==> config.mk <==
export PLATFORM = sky130hd
export DESIGN_NAME = postfix_stack_evaluator
export DESIGN_NICKNAME = d
export VERILOG_FILES = /design/src/pse_pkg.sv /design/src/pse_ram.sv /design/src/pse_alu.sv /design/src/postfix_stack_evaluator.sv
export SDC_FILE = /design/constraint.sdc
export NUM_CORES = 1
export LEC_CHECK = 0
export ABC_AREA = 1
export BUFFER_PORTS_ARGS = -buffer_cell sky130_fd_sc_hd__buf_2
export CAP_MARGIN = 10
export CORE_MARGIN = 2
export CORE_UTILIZATION = 42
export CTS_CLUSTER_DIAMETER = 50
export CTS_CLUSTER_SIZE = 12
export DETAILED_ROUTE_END_ITERATION = 8
export HOLD_SLACK_MARGIN = 0.02
export PLACE_DENSITY = 0.58
export SYNTH_ARGS = -nofsm -noshare
export SYNTH_HDL_FRONTEND = slang
export SYNTH_SLANG_ARGS = --single-unit
==> constraint.sdc <==
create_clock -name i_clk -period 6.6 [get_ports i_clk]
set_input_delay 1.32 -clock i_clk [delete_from_list [all_inputs] [get_ports i_clk]]
set_output_delay 1.32 -clock i_clk [all_outputs]
set_load 0.05 [all_outputs]
==> src/pse_pkg.sv <==
// Shared types, constants and helpers for the postfix stack evaluator.
package pse_pkg;

    localparam int STACK_DEPTH = 16;
    localparam int DATA_W      = 32;
    localparam int SYM_W       = 8;
    localparam int DEPTH_W     = 5;
    localparam int STATUS_W    = 2;
    localparam int CNT_W       = $clog2(STACK_DEPTH + 1);
    localparam int ADDR_W      = $clog2(STACK_DEPTH);
    localparam int ITER_W      = $clog2(DATA_W);

    localparam logic [SYM_W-1:0] CH_PLUS  = 8'h2B;
    localparam logic [SYM_W-1:0] CH_MINUS = 8'h2D;
    localparam logic [SYM_W-1:0] CH_STAR  = 8'h2A;
    localparam logic [SYM_W-1:0] CH_SLASH = 8'h2F;
    localparam logic [SYM_W-1:0] CH_ZERO  = 8'h30;

    typedef enum logic [STATUS_W-1:0] {
        STAT_OK        = 2'd0,
        STAT_OVERFLOW  = 2'd1,
        STAT_UNDERFLOW = 2'd2,
        STAT_DIVZERO   = 2'd3
    } t_status;

    typedef enum logic [1:0] {
        OP_ADD = 2'd0,
        OP_SUB = 2'd1,
        OP_MUL = 2'd2,
        OP_DIV = 2'd3
    } t_alu_op;

    typedef struct packed {
        logic [SYM_W-1:0] symbol;
        logic             last;
    } t_in_item;

    typedef struct packed {
        logic signed [DATA_W-1:0] top_value;
        logic [DEPTH_W-1:0]       depth;
        logic [STATUS_W-1:0]      status;
        logic                     final_res;
    } t_out_item;

    typedef struct packed {
        logic              start;
        t_alu_op           op;
        logic [DATA_W-1:0] lhs;
        logic [DATA_W-1:0] rhs;
    } t_alu_req;

    typedef struct packed {
        logic              done;
        logic [DATA_W-1:0] result;
    } t_alu_rsp;

    function automatic logic is_operator(input logic [SYM_W-1:0] sym);
        return (sym == CH_PLUS) || (sym == CH_MINUS) ||
               (sym == CH_STAR) || (sym == CH_SLASH);
    endfunction

    function automatic t_alu_op op_of(input logic [SYM_W-1:0] sym);
        t_alu_op op;
        op = OP_DIV;
        if (sym == CH_PLUS) begin
            op = OP_ADD;
        end else if (sym == CH_MINUS) begin
            op = OP_SUB;
        end else if (sym == CH_STAR) begin
            op = OP_MUL;
        end
        return op;
    endfunction

endpackage

==> src/pse_ram.sv <==
// Generic single-write, single-read RAM with registered read data.
module pse_ram #(
    parameter int WIDTH = 32,
    parameter int DEPTH = 16
) (
    input  logic                     i_clk,
    input  logic                     i_wr_en,
    input  logic [$clog2(DEPTH)-1:0] i_wr_addr,
    input  logic [WIDTH-1:0]         i_wr_data,
    input  logic                     i_rd_en,
    input  logic [$clog2(DEPTH)-1:0] i_rd_addr,
    output logic [WIDTH-1:0]         o_rd_data
);

    logic [WIDTH-1:0] r_mem [DEPTH];
    logic [WIDTH-1:0] r_rd_data;

    always_ff @(posedge i_clk) begin
        if (i_wr_en) begin
            r_mem[i_wr_addr] <= i_wr_data;
        end
        if (i_rd_en) begin
            r_rd_data <= r_mem[i_rd_addr];
        end
    end

    assign o_rd_data = r_rd_data;

endmodule

==> src/pse_alu.sv <==
// Iterative arithmetic unit: one shared 33-bit adder serves add, subtract,
// shift-add multiply and restoring divide.
module pse_alu (
    input  logic              i_clk,
    input  logic              i_rst_n,
    input  pse_pkg::t_alu_req i_req,
    output pse_pkg::t_alu_rsp o_rsp
);

    typedef enum logic [7:0] {
        A_IDLE   = 8'b0000_0001,
        A_ADDSUB = 8'b0000_0010,
        A_ABSA   = 8'b0000_0100,
        A_ABSB   = 8'b0000_1000,
        A_MUL    = 8'b0001_0000,
        A_DIV    = 8'b0010_0000,
        A_NEGQ   = 8'b0100_0000,
        A_DONE   = 8'b1000_0000
    } t_alu_state;

    t_alu_state r_state, n_state;
    pse_pkg::t_alu_op r_op, n_op;
    logic [pse_pkg::DATA_W-1:0] r_a, n_a;
    logic [pse_pkg::DATA_W-1:0] r_b, n_b;
    logic [pse_pkg::DATA_W-1:0] r_acc, n_acc;
    logic [pse_pkg::DATA_W-1:0] r_res, n_res;
    logic [pse_pkg::ITER_W-1:0] r_cnt, n_cnt;
    logic r_neg, n_neg;

    logic [pse_pkg::DATA_W:0] w_x, w_y, w_sum;
    logic w_sub;
    logic w_last_iter;

    assign w_last_iter = (r_cnt == pse_pkg::ITER_W'(pse_pkg::DATA_W - 1));

    // Operand selection for the shared adder.
    always_comb begin
        w_x   = {1'b0, r_a};
        w_y   = {1'b0, r_b};
        w_sub = 1'b0;
        unique case (r_state)
            A_ADDSUB: begin
                w_sub = (r_op == pse_pkg::OP_SUB);
            end
            A_ABSA: begin
                w_x   = '0;
                w_y   = {1'b0, r_a};
                w_sub = 1'b1;
            end
            A_ABSB: begin
                w_x   = '0;
                w_y   = {1'b0, r_b};
                w_sub = 1'b1;
            end
            A_MUL: begin
                w_x = {1'b0, r_acc};
                w_y = {1'b0, r_a};
            end
            A_DIV: begin
                // Partial remainder shifted left, next dividend bit brought in.
                w_x   = {r_acc, r_a[pse_pkg::DATA_W-1]};
                w_y   = {1'b0, r_b};
                w_sub = 1'b1;
            end
            A_NEGQ: begin
                w_x   = '0;
                w_y   = {1'b0, r_a};
                w_sub = 1'b1;
            end
            default: begin
            end
        endcase
        w_sum = w_x + (w_y ^ {(pse_pkg::DATA_W + 1){w_sub}})
              + {{pse_pkg::DATA_W{1'b0}}, w_sub};
    end

    always_comb begin
        n_state = r_state;
        n_op    = r_op;
        n_a     = r_a;
        n_b     = r_b;
        n_acc   = r_acc;
        n_res   = r_res;
        n_cnt   = r_cnt;
        n_neg   = r_neg;
        unique case (r_state)
            A_IDLE: begin
                if (i_req.start) begin
                    n_op  = i_req.op;
                    n_a   = i_req.lhs;
                    n_b   = i_req.rhs;
                    n_acc = '0;
                    n_cnt = '0;
                    n_neg = i_req.lhs[pse_pkg::DATA_W-1] ^ i_req.rhs[pse_pkg::DATA_W-1];
                    unique case (i_req.op)
                        pse_pkg::OP_ADD, pse_pkg::OP_SUB: n_state = A_ADDSUB;
                        pse_pkg::OP_MUL:                  n_state = A_MUL;
                        default:                          n_state = A_ABSA;
                    endcase
                end
            end
            A_ADDSUB: begin
                n_res   = w_sum[pse_pkg::DATA_W-1:0];
                n_state = A_DONE;
            end
            A_ABSA: begin
                if (r_a[pse_pkg::DATA_W-1]) begin
                    n_a = w_sum[pse_pkg::DATA_W-1:0];
                end
                n_state = A_ABSB;
            end
            A_ABSB: begin
                if (r_b[pse_pkg::DATA_W-1]) begin
                    n_b = w_sum[pse_pkg::DATA_W-1:0];
                end
                n_state = A_DIV;
            end
            A_MUL: begin
                if (r_b[0]) begin
                    n_acc = w_sum[pse_pkg::DATA_W-1:0];
                end
                n_a   = {r_a[pse_pkg::DATA_W-2:0], 1'b0};
                n_b   = {1'b0, r_b[pse_pkg::DATA_W-1:1]};
                n_cnt = r_cnt + 1'b1;
                if (w_last_iter) begin
                    n_res   = r_b[0] ? w_sum[pse_pkg::DATA_W-1:0] : r_acc;
                    n_state = A_DONE;
                end
            end
            A_DIV: begin
                // A clear sign bit means the divisor fit: keep the difference.
                if (!w_sum[pse_pkg::DATA_W]) begin
                    n_acc = w_sum[pse_pkg::DATA_W-1:0];
                end else begin
                    n_acc = w_x[pse_pkg::DATA_W-1:0];
                end
                n_a   = {r_a[pse_pkg::DATA_W-2:0], ~w_sum[pse_pkg::DATA_W]};
                n_cnt = r_cnt + 1'b1;
                if (w_last_iter) begin
                    n_state = A_NEGQ;
                end
            end
            A_NEGQ: begin
                n_res   = r_neg ? w_sum[pse_pkg::DATA_W-1:0] : r_a;
                n_state = A_DONE;
            end
            A_DONE: begin
                n_state = A_IDLE;
            end
            default: begin
                n_state = A_IDLE;
            end
        endcase
    end

    always_ff @(posedge i_clk) begin
        if (!i_rst_n) begin
            r_state <= A_IDLE;
        end else begin
            r_state <= n_state;
        end
        r_op  <= n_op;
        r_a   <= n_a;
        r_b   <= n_b;
        r_acc <= n_acc;
        r_res <= n_res;
        r_cnt <= n_cnt;
        r_neg <= n_neg;
    end

    assign o_rsp.done   = (r_state == A_DONE);
    assign o_rsp.result = r_res;

endmodule

==> src/postfix_stack_evaluator.sv <==
// Top level of the postfix stack evaluator: stack control, RAM and arithmetic unit.
//
// Usage: each input transfer carries one expression character and a last flag.
// Characters '+', '-', '*' and '/' pop the top two stack entries and push
// (second-from-top op top); any other byte is pushed as its value minus 48.
// Every input transfer yields exactly one output transfer with the new top of
// stack, the depth, a status code and a copy of the last flag. After an item
// marked last has reported, the stack is emptied.
// The top of stack lives in a register; the entries below it live in a RAM with
// a registered read port, so an operator fetches its second operand in S_READ.
// Path per item: push, overflow and underflow go straight to S_EMIT; divide by
// zero is caught in S_READ; add and subtract go through the shared arithmetic unit;
// multiply runs the 32-step shift-add loop of the shared arithmetic unit; divide
// runs the 32-step restoring divide loop plus sign fixups in the same unit.
// One item is in flight at a time: o_in_ready is high only while the sequencer
// is idle, so a new character is taken only after the last result is loaded.
// When the receiver stalls, the finished result waits in the output register and
// the sequencer holds before loading the following result until it drains.
// Synchronous reset empties the stack and drops any pending result; the RAM
// needs no clearing since only entries below the depth are ever read.
module postfix_stack_evaluator (
    input  logic               i_clk,
    input  logic               i_rst_n,
    input  logic               i_in_valid,
    output logic               o_in_ready,
    input  pse_pkg::t_in_item  i_in_data,
    output logic               o_out_valid,
    input  logic               i_out_ready,
    output pse_pkg::t_out_item o_out_data
);

    typedef enum logic [3:0] {
        S_IDLE = 4'b0001,
        S_READ = 4'b0010,
        S_EXEC = 4'b0100,
        S_EMIT = 4'b1000
    } t_state;

    t_state r_state, n_state;
    logic [pse_pkg::CNT_W-1:0]  r_count, n_count;
    logic [pse_pkg::DATA_W-1:0] r_top, n_top;
    logic [pse_pkg::SYM_W-1:0]  r_sym, n_sym;
    logic r_last, n_last;
    pse_pkg::t_status r_status, n_status;
    logic r_out_valid, n_out_valid;
    pse_pkg::t_out_item r_out_data, n_out_data;

    logic [pse_pkg::CNT_W-1:0]  w_count_m1, w_count_m2;
    logic                       ram_we, ram_re;
    logic [pse_pkg::DATA_W-1:0] ram_rdata;
    pse_pkg::t_alu_req          alu_req;
    pse_pkg::t_alu_rsp          alu_rsp;

    // Entry just below the top sits at depth-2 in the RAM: the RAM holds
    // everything except the top register.
    assign w_count_m1 = r_count - 1'b1;
    assign w_count_m2 = r_count - 2'd2;

    pse_ram #(
        .WIDTH(pse_pkg::DATA_W),
        .DEPTH(pse_pkg::STACK_DEPTH)
    ) u_ram (
        .i_clk    (i_clk),
        .i_wr_en  (ram_we),
        .i_wr_addr(w_count_m1[pse_pkg::ADDR_W-1:0]),
        .i_wr_data(r_top),
        .i_rd_en  (ram_re),
        .i_rd_addr(w_count_m2[pse_pkg::ADDR_W-1:0]),
        .o_rd_data(ram_rdata)
    );

    pse_alu u_alu (
        .i_clk  (i_clk),
        .i_rst_n(i_rst_n),
        .i_req  (alu_req),
        .o_rsp  (alu_rsp)
    );

    always_comb begin
        n_state     = r_state;
        n_count     = r_count;
        n_top       = r_top;
        n_sym       = r_sym;
        n_last      = r_last;
        n_status    = r_status;
        n_out_valid = r_out_valid;
        n_out_data  = r_out_data;
        ram_we      = 1'b0;
        ram_re      = 1'b0;
        alu_req     = '{start: 1'b0, op: pse_pkg::op_of(r_sym), lhs: ram_rdata, rhs: r_top};

        // The pending result leaves as soon as the receiver takes it.
        if (r_out_valid && i_out_ready) begin
            n_out_valid = 1'b0;
        end

        unique case (r_state)
            S_IDLE: begin
                if (i_in_valid) begin
                    n_sym    = i_in_data.symbol;
                    n_last   = i_in_data.last;
                    n_status = pse_pkg::STAT_OK;
                    if (pse_pkg::is_operator(i_in_data.symbol)) begin
                        if (r_count < pse_pkg::CNT_W'(2)) begin
                            n_status = pse_pkg::STAT_UNDERFLOW;
                            n_state  = S_EMIT;
                        end else begin
                            ram_re  = 1'b1;
                            n_state = S_READ;
                        end
                    end else begin
                        if (r_count >= pse_pkg::CNT_W'(pse_pkg::STACK_DEPTH)) begin
                            n_status = pse_pkg::STAT_OVERFLOW;
                        end else begin
                            // The old top moves down into the RAM.
                            ram_we  = (r_count != '0);
                            n_top   = pse_pkg::DATA_W'(i_in_data.symbol)
                                    - pse_pkg::DATA_W'(pse_pkg::CH_ZERO);
                            n_count = r_count + 1'b1;
                        end
                        n_state = S_EMIT;
                    end
                end
            end
            S_READ: begin
                if ((r_sym == pse_pkg::CH_SLASH) && (r_top == '0)) begin
                    n_top    = '0;
                    n_count  = w_count_m1;
                    n_status = pse_pkg::STAT_DIVZERO;
                    n_state  = S_EMIT;
                end else begin
                    alu_req.start = 1'b1;
                    n_state       = S_EXEC;
                end
            end
            S_EXEC: begin
                if (alu_rsp.done) begin
                    n_top   = alu_rsp.result;
                    n_count = w_count_m1;
                    n_state = S_EMIT;
                end
            end
            S_EMIT: begin
                if (!r_out_valid || i_out_ready) begin
                    n_out_valid           = 1'b1;
                    n_out_data.top_value  = (r_count != '0) ? r_top : '0;
                    n_out_data.depth      = pse_pkg::DEPTH_W'(r_count);
                    n_out_data.status     = r_status;
                    n_out_data.final_res  = r_last;
                    if (r_last) begin
                        n_count = '0;
                    end
                    n_state = S_IDLE;
                end
            end
            default: begin
                n_state = S_IDLE;
            end
        endcase
    end

    always_ff @(posedge i_clk) begin
        if (!i_rst_n) begin
            r_state     <= S_IDLE;
            r_count     <= '0;
            r_out_valid <= 1'b0;
        end else begin
            r_state     <= n_state;
            r_count     <= n_count;
            r_out_valid <= n_out_valid;
        end
        r_top      <= n_top;
        r_sym      <= n_sym;
        r_last     <= n_last;
        r_status   <= n_status;
        r_out_data <= n_out_data;
    end

    assign o_in_ready  = (r_state == S_IDLE);
    assign o_out_valid = r_out_valid;
    assign o_out_data  = r_out_data;

endmodule

== Yosys cells after proc, flatten, opt, wreduce, memory -nomap -nowiden ==
Memory sizes are Yosys's and may differ from the RTL's. A register that Yosys moved wholly into a read port is not among the register bits.
Cells that the tools add are included.
Storage, ports and cells
  register bits: 237
  bits of input ports: 13
  bits in latches: 0
  memories kept: 1
  memory bits (writable): 512
  memory bits (read-only): 0
  logic and storage cells: 177
  output and inout port bits: 42
Memories
  u_ram.r_mem: words 16, bits a word 32, rd ports 1, clocked after Yosys merged registers in 1, write ports 1, RTL line pse_ram.sv:15  | logic [WIDTH-1:0] r_mem [DEPTH];
Operators by class
  $mul: 0
  shift operators: 0
  magnitude comparators: 2
  equality and inequality tests: 36
  add/sub/neg operators: 7
  reduce and logical (&&, ||, !) cells: 39
  divide/modulo/power cells: 0
  bitwise logic cells: 3
  muxes and demuxes: 68
Operators by type and width (count)
  two-way mux 32 bit: 15
  case mux 32 bit (3 select lines): 4
  case mux 32 bit (4 select lines): 1
  case mux 33 bit (3 select lines): 1
  equality test 8 x 6 -> 1 bit, second input constant: 9
  case mux 8 bit (6 select lines): 1
  two-way mux 5 bit: 8
  adder 33 x 1 -> 33 bit: 1
  adder 33 bit: 1
  XOR 32 x 33 -> 33 bit: 1
  logical NOT 32 bit: 1
  two-way mux 4 bit: 6
  two-way mux 8 bit: 3
  case mux 5 bit (2 select lines): 2
  case mux 5 bit (4 select lines): 1
  two-way mux 1 bit: 17
  inequality test 2 bit, second input constant: 8
  case mux 4 bit (4 select lines): 1
  AND reduction 2 bit: 8
  AND reduction 3 bit: 5
  two-way mux 2 bit: 6
  nonzero test 3 bit: 4
  adder 5 x 1 -> 5 bit, second input constant: 2
  subtractor 8 x 6 -> 9 bit, second input constant: 1
  other kinds (35): 48

== Logic depth before layout (Yosys ltp) ==
  depth after elaboration: 9
  mapped depth: 29

== Modules after synthesis ==
From an unflattened synthesis, not the netlist that was laid out.
Unflattened totals
  cell total of the unflattened synthesis: 3925
  area total of the unflattened synthesis: 38020.2 um2
Modules (own cells, without submodules)
  pse_ram: area each 23050.9 um2, instances 1, cells each 2120
  pse_alu: area each 10714.0 um2, instances 1, cells each 1377
  postfix_stack_evaluator: area each 4255.3 um2, instances 1, cells each 428

== Least setup slack after synthesis ==
Ideal clock, no wire load.
  kind: reg2reg
  from: register r_state[3]
  to: register r_top[0] (netlist bit), enable pin
  period minus slack after synthesis: 5.599 ns
  buffers on the path: 0
  cell stages (with the launch flop): 6
  required time: 6.098 ns
  path slack: 1.001 ns
  arrival: 5.097 ns
  cell sequence: dfxtp_1 > nor2_1 > inv_1 > nor3_1 > nor2_1 > nor4_1
On the way
  word-level cells in the longest chain between the ends: 3
Ends and longest elaborated chain
  start, declared: RTL line postfix_stack_evaluator.sv:39  | t_state r_state, n_state;
  start signal, assigned: RTL line postfix_stack_evaluator.sv:168  | r_state <= n_state;
  equality test 4 x 1 -> 1 bit *
  via o_in_ready: RTL line postfix_stack_evaluator.sv:25  | output logic o_in_ready,
  inequality test 2 bit (no line) or nonzero test 3 bit (tied branches)
  AND reduction 6 bit (no line) *
  end signal, assigned: RTL line postfix_stack_evaluator.sv:172  | r_top <= n_top;
  end, declared: RTL line postfix_stack_evaluator.sv:41  | logic [pse_pkg::DATA_W-1:0] r_top, n_top;
Mark *: on every way through the listed nets, which the timed path passes. The rest lies on a longest branch.
A chain may end at the register's enable or synchronous reset.

== Worst setup path in the final report ==
  from: register u_alu.r_state[3]
  to: register u_alu.r_res[20] (netlist bit), data pin
On the way
  word-level cells in the longest chain between the ends: 9
Ends and longest elaborated chain
  start, declared: RTL line pse_alu.sv:21  | t_alu_state r_state, n_state;
  start signal, assigned: RTL line pse_alu.sv:160  | r_state <= n_state;
  equality test 8 x 7 -> 1 bit (tied with other cells): RTL line pse_alu.sv:41, pse_alu.sv:86
  OR reduction 4 bit (no line) or OR reduction 3 bit (tied branches)
  case mux 1 bit (2 select lines) or two-way mux 32 bit (tied branches): RTL line pse_alu.sv:41  | unique case (r_state)
  XOR 32 x 33 -> 33 bit: RTL line pse_alu.sv:73  | w_sum = w_x + (w_y ^ {(pse_pkg::DATA_W + 1){w_sub}})
  adder 33 bit: RTL line pse_alu.sv:73
  adder 33 x 1 -> 33 bit: RTL line pse_alu.sv:74  | + {{pse_pkg::DATA_W{1'b0}}, w_sub};
  two-way mux 32 bit: RTL line pse_alu.sv:126  | n_res = r_b[0] ? w_sum[pse_pkg::DATA_W-1:0] : r_acc;
  two-way mux 32 bit: RTL line pse_alu.sv:125  | if (w_last_iter) begin
  case mux 32 bit (3 select lines) *: RTL line pse_alu.sv:86  | unique case (r_state)
  via u_alu.n_res, one bit: RTL line pse_alu.sv:26  | logic [pse_pkg::DATA_W-1:0] r_res, n_res;
  end signal, assigned: RTL line pse_alu.sv:166  | r_res <= n_res;
  end, declared: RTL line pse_alu.sv:26
Mark *: on every way through the listed nets, which the timed path passes. The rest lies on a longest branch. The select of a mux whose other input is x is not followed.

==> results.md <==
- Post-Syn Instances: 3173
- Max Cap Viol: 0
- CP cell instances: inv_1, nand2_2, nor2_4, nand2_2, inv_2, nor2_1, nand2_2, nor2_2, clkinv_1, nor2_1, nor2_1, ha_1, a21oi_1, o21ai_1, a21oi_1, o21bai_2, a21o_1, nand2_1, nand3_1, xor2_1, o21ai_0, o21ai_0
- Drt pass-1 iters: 5
- CP required: 7.00 ns
- Hold violation total from the final report: 0
- Drt wl/cell: 25.39 um
- N_diodes: 0
- Flop pwr share: 0.400
- Die span in x: 294.0 um
- Clk buf depth: 3
- Via count: 25.72k
- Core area: 83420 sq um
- Post-DP HPWL: 71.25 mm
- Leak: 0.01421 uW
- Min-Delay Path Class: flop to flop
- Layout cells sized above 1: 0.09376
- Max_slew headroom: 0.2142
- WP buf/inv: 3
- Die span in y: 294.0 um
- Distinct cells, synth: 54
- Cell Rows: 106
- Switching power: 6005 uW
- Final setup viols: 0
- Fillers: 7428
- Largest net degree at the start of global routing: 99
- Die area: 86460 sq um
- H-Tree Depth: 3
- Layout area overhead: 12.32%
- Power share of the clock group: 0.301
- First-pass GRT wire length: 162.6 mm
- Min Tclk post-route: 5.450 ns
- # resized after CTS: 0
- Sequential share of the synthesized area: 0.6587
- Number of global-route vias before repair: 25.04k
- Sw frac: 0.3755
- Total grt overflow: 0
- CP endpoint kind: flop
- Slowest cell on the critical path: xor2_1
- Comb pwr share: 0.299
- Cell Area, Synth: 35330 sq um
- CTS Root Cell: clkbuf_16
- Max stage delay on crit path: 0.67 ns
- Remaining antenna violation count: 0
- Placed cells: 4183
- WHS: 0.4339 ns
- CTS tree: yes
- Routability cong.: 0.9494
- PortBufs: 54
- Worst-Skew Late Latency: 0.67 ns
- # DRC: 0
- Fin crit share: 0.8258
- Vias/cell: 5.936
- Post-synthesis average cell area: 11.13 sq um
- Critical path arrival: 5.85 ns
- All-Layer GR Usage: 0.2523
- Nets: 3254
- CTS clock-pin slew for the worst setup and hold paths: 0.06 ns
- Max Clk Rate: 183.5 MHz
- Yosys warns: 0
- Int Power: 9986 uW
- Setup_tns: 0 ns
- RSZ-0062 raised after global routing: false
- Delay-heaviest family, CP: compound AO/OA/AOI/OAI gates
- Num ports: 55
- # Post-CTS Setup Buffers: 0
- Post-synthesis register bit count: 781
- Total CTS buffers: 91
- Crit path max fanout: 20
- Cell Pwr Density: 403.0 nW/um^2
- # hold bufs at CTS: 0
- Most common cell after layout, fill and taps aside: edfxtp_1
- Syn Nets: 3231
- Setup CP Type: flop to flop
- Worst-Margin Slew: 1.176 ns
- Startpoint Class: flop
- Status: complete, no violations
- Max rail drop VDD: 0.2361 mV
- Commonest cells after routing, fill and taps aside: edfxtp_1 (763), nor2_1 (428), o21ai_0 (416)
- WL final: 110.0 mm
- Fin Clk Skew: 0.03544 ns
- Initial core utilization: 0.4235
- CTS Sinks: 781
- Power Total: 15990 uW
- DRT iter0 DRCs: 2819
- Slew Viols, Final: 0
- Initial antenna violation count: 3
- Final std cells w/o fill: 4333
[flip-flops by register name (all words and copies together), names as in the netlist, 32 cells and up]
register and flops:
u_alu.r_a 32, u_alu.r_res 32, u_alu.r_acc 32, u_ram.o_rd_data 32, r_top 32, u_ram.r_mem 512
o_out_data 40, u_alu.r_b 32
[per-layer routing]
layer  up-vias  share of wire  wire length [um]  track usage
met2      1140           0.47             51320       0.4040
met5         -              0                 0            0
li1      11550              -                 -            -
met1     12840           0.42             46400       0.3473
met3       189          0.076              8353      0.03995
met4         0          0.036              3937      0.09358
[cell families (layout without fill, tap and decap cells)]
group,Yosys count,in the layout,share of synthesized area
AOI/OAI and AO/OA,865,865,0.1488
adders and majority gates,45,45,0.01615
buffers and inverters,404,484,0.04406
xor gates and xnor gates,61,61,0.01555
and+or+nand+nor,1017,1017,0.1167
DFF,781,781,0.6587
[area by class of cell]
class,instances,area (sq um),share of cell area
clock inverters,46,493.0,0.01242
clock buffers,104,2369,0.05969
well taps,1080,1351,0.03405
repair buffers,105,653.1,0.01646
inverters,229,865.8,0.02182
flip-flops and latches,781,23280,0.5866
multi-input cells,1988,10670,0.2689
[metrics by stage]
step | setup slack, ns | utilization | area [sq um]
floorplan | 1.001 | - | 35330
global placement | 1.418 | 0.4414 | 36820
detailed placement | 1.328 | 0.4414 | 36820
CTS | 1.294 | 0.4757 | 39680
global route | 0.8490 | 0.4757 | 39680
finish | 1.150 | 0.4757 | 39680
[power groups by stage]
stage / clock network (uW) / registers (uW) / logic [uW]
floorplan: 0 / 6330 / 2940
global placement: 0 / 6470 / 4640
detailed placement: 0 / 6490 / 4660
CTS: 4880 / 6390 / 4690
global route: 5090 / 6430 / 5150
finish: 4820 / 6390 / 4790
[synthesized netlist by cell type (all sizes together)]
cell,number,area (sq um)
o2111ai,1,8.760
and3,1,6.260
nor3,18,100.1
a221oi,19,166.4
a41oi,1,8.760
inv,227,852.1
o21ai,437,2191
o311ai,1,8.760
nand2,424,1634
or2,5,31.28
o221ai,131,1147
nand4,10,62.56
a21o,10,75.07
o21bai,3,26.27
nor2,459,1760
nor3b,2,15.01
edfxtp,763,22910
dfxtp,18,360.4
xor2,22,207.7
a21boi,3,22.52
nor4,6,37.54
clkbuf,144,540.5
o31ai,1,7.510
fa,1,20.02
a31oi,1,6.260
a21oi,118,590.6
o21a,3,22.52
a22o,3,26.28
xnor2,39,341.6
buf,31,156.4
a22oi,30,225.2
a2111oi,1,8.760
and2,1,8.760
o211ai,56,420.4
clkinv,2,7.510
a211oi,4,30.03
nand3,91,468.0
ha,44,550.5
o22ai,41,256.5
a32oi,1,8.760
[worst paths after layout]
kind,startpoint,endpoint,slack [ns],cells past startpoint
max,u_alu.r_state[3],u_alu.r_res[20],1.15,22
min,r_status[1],o_out_data[2],0.43,0
max reg2reg,u_alu.r_state[3],u_alu.r_res[20],1.15,22
min reg2reg,r_status[1],o_out_data[2],0.43,0
Note: power is estimated with default switching activity, not from simulation.
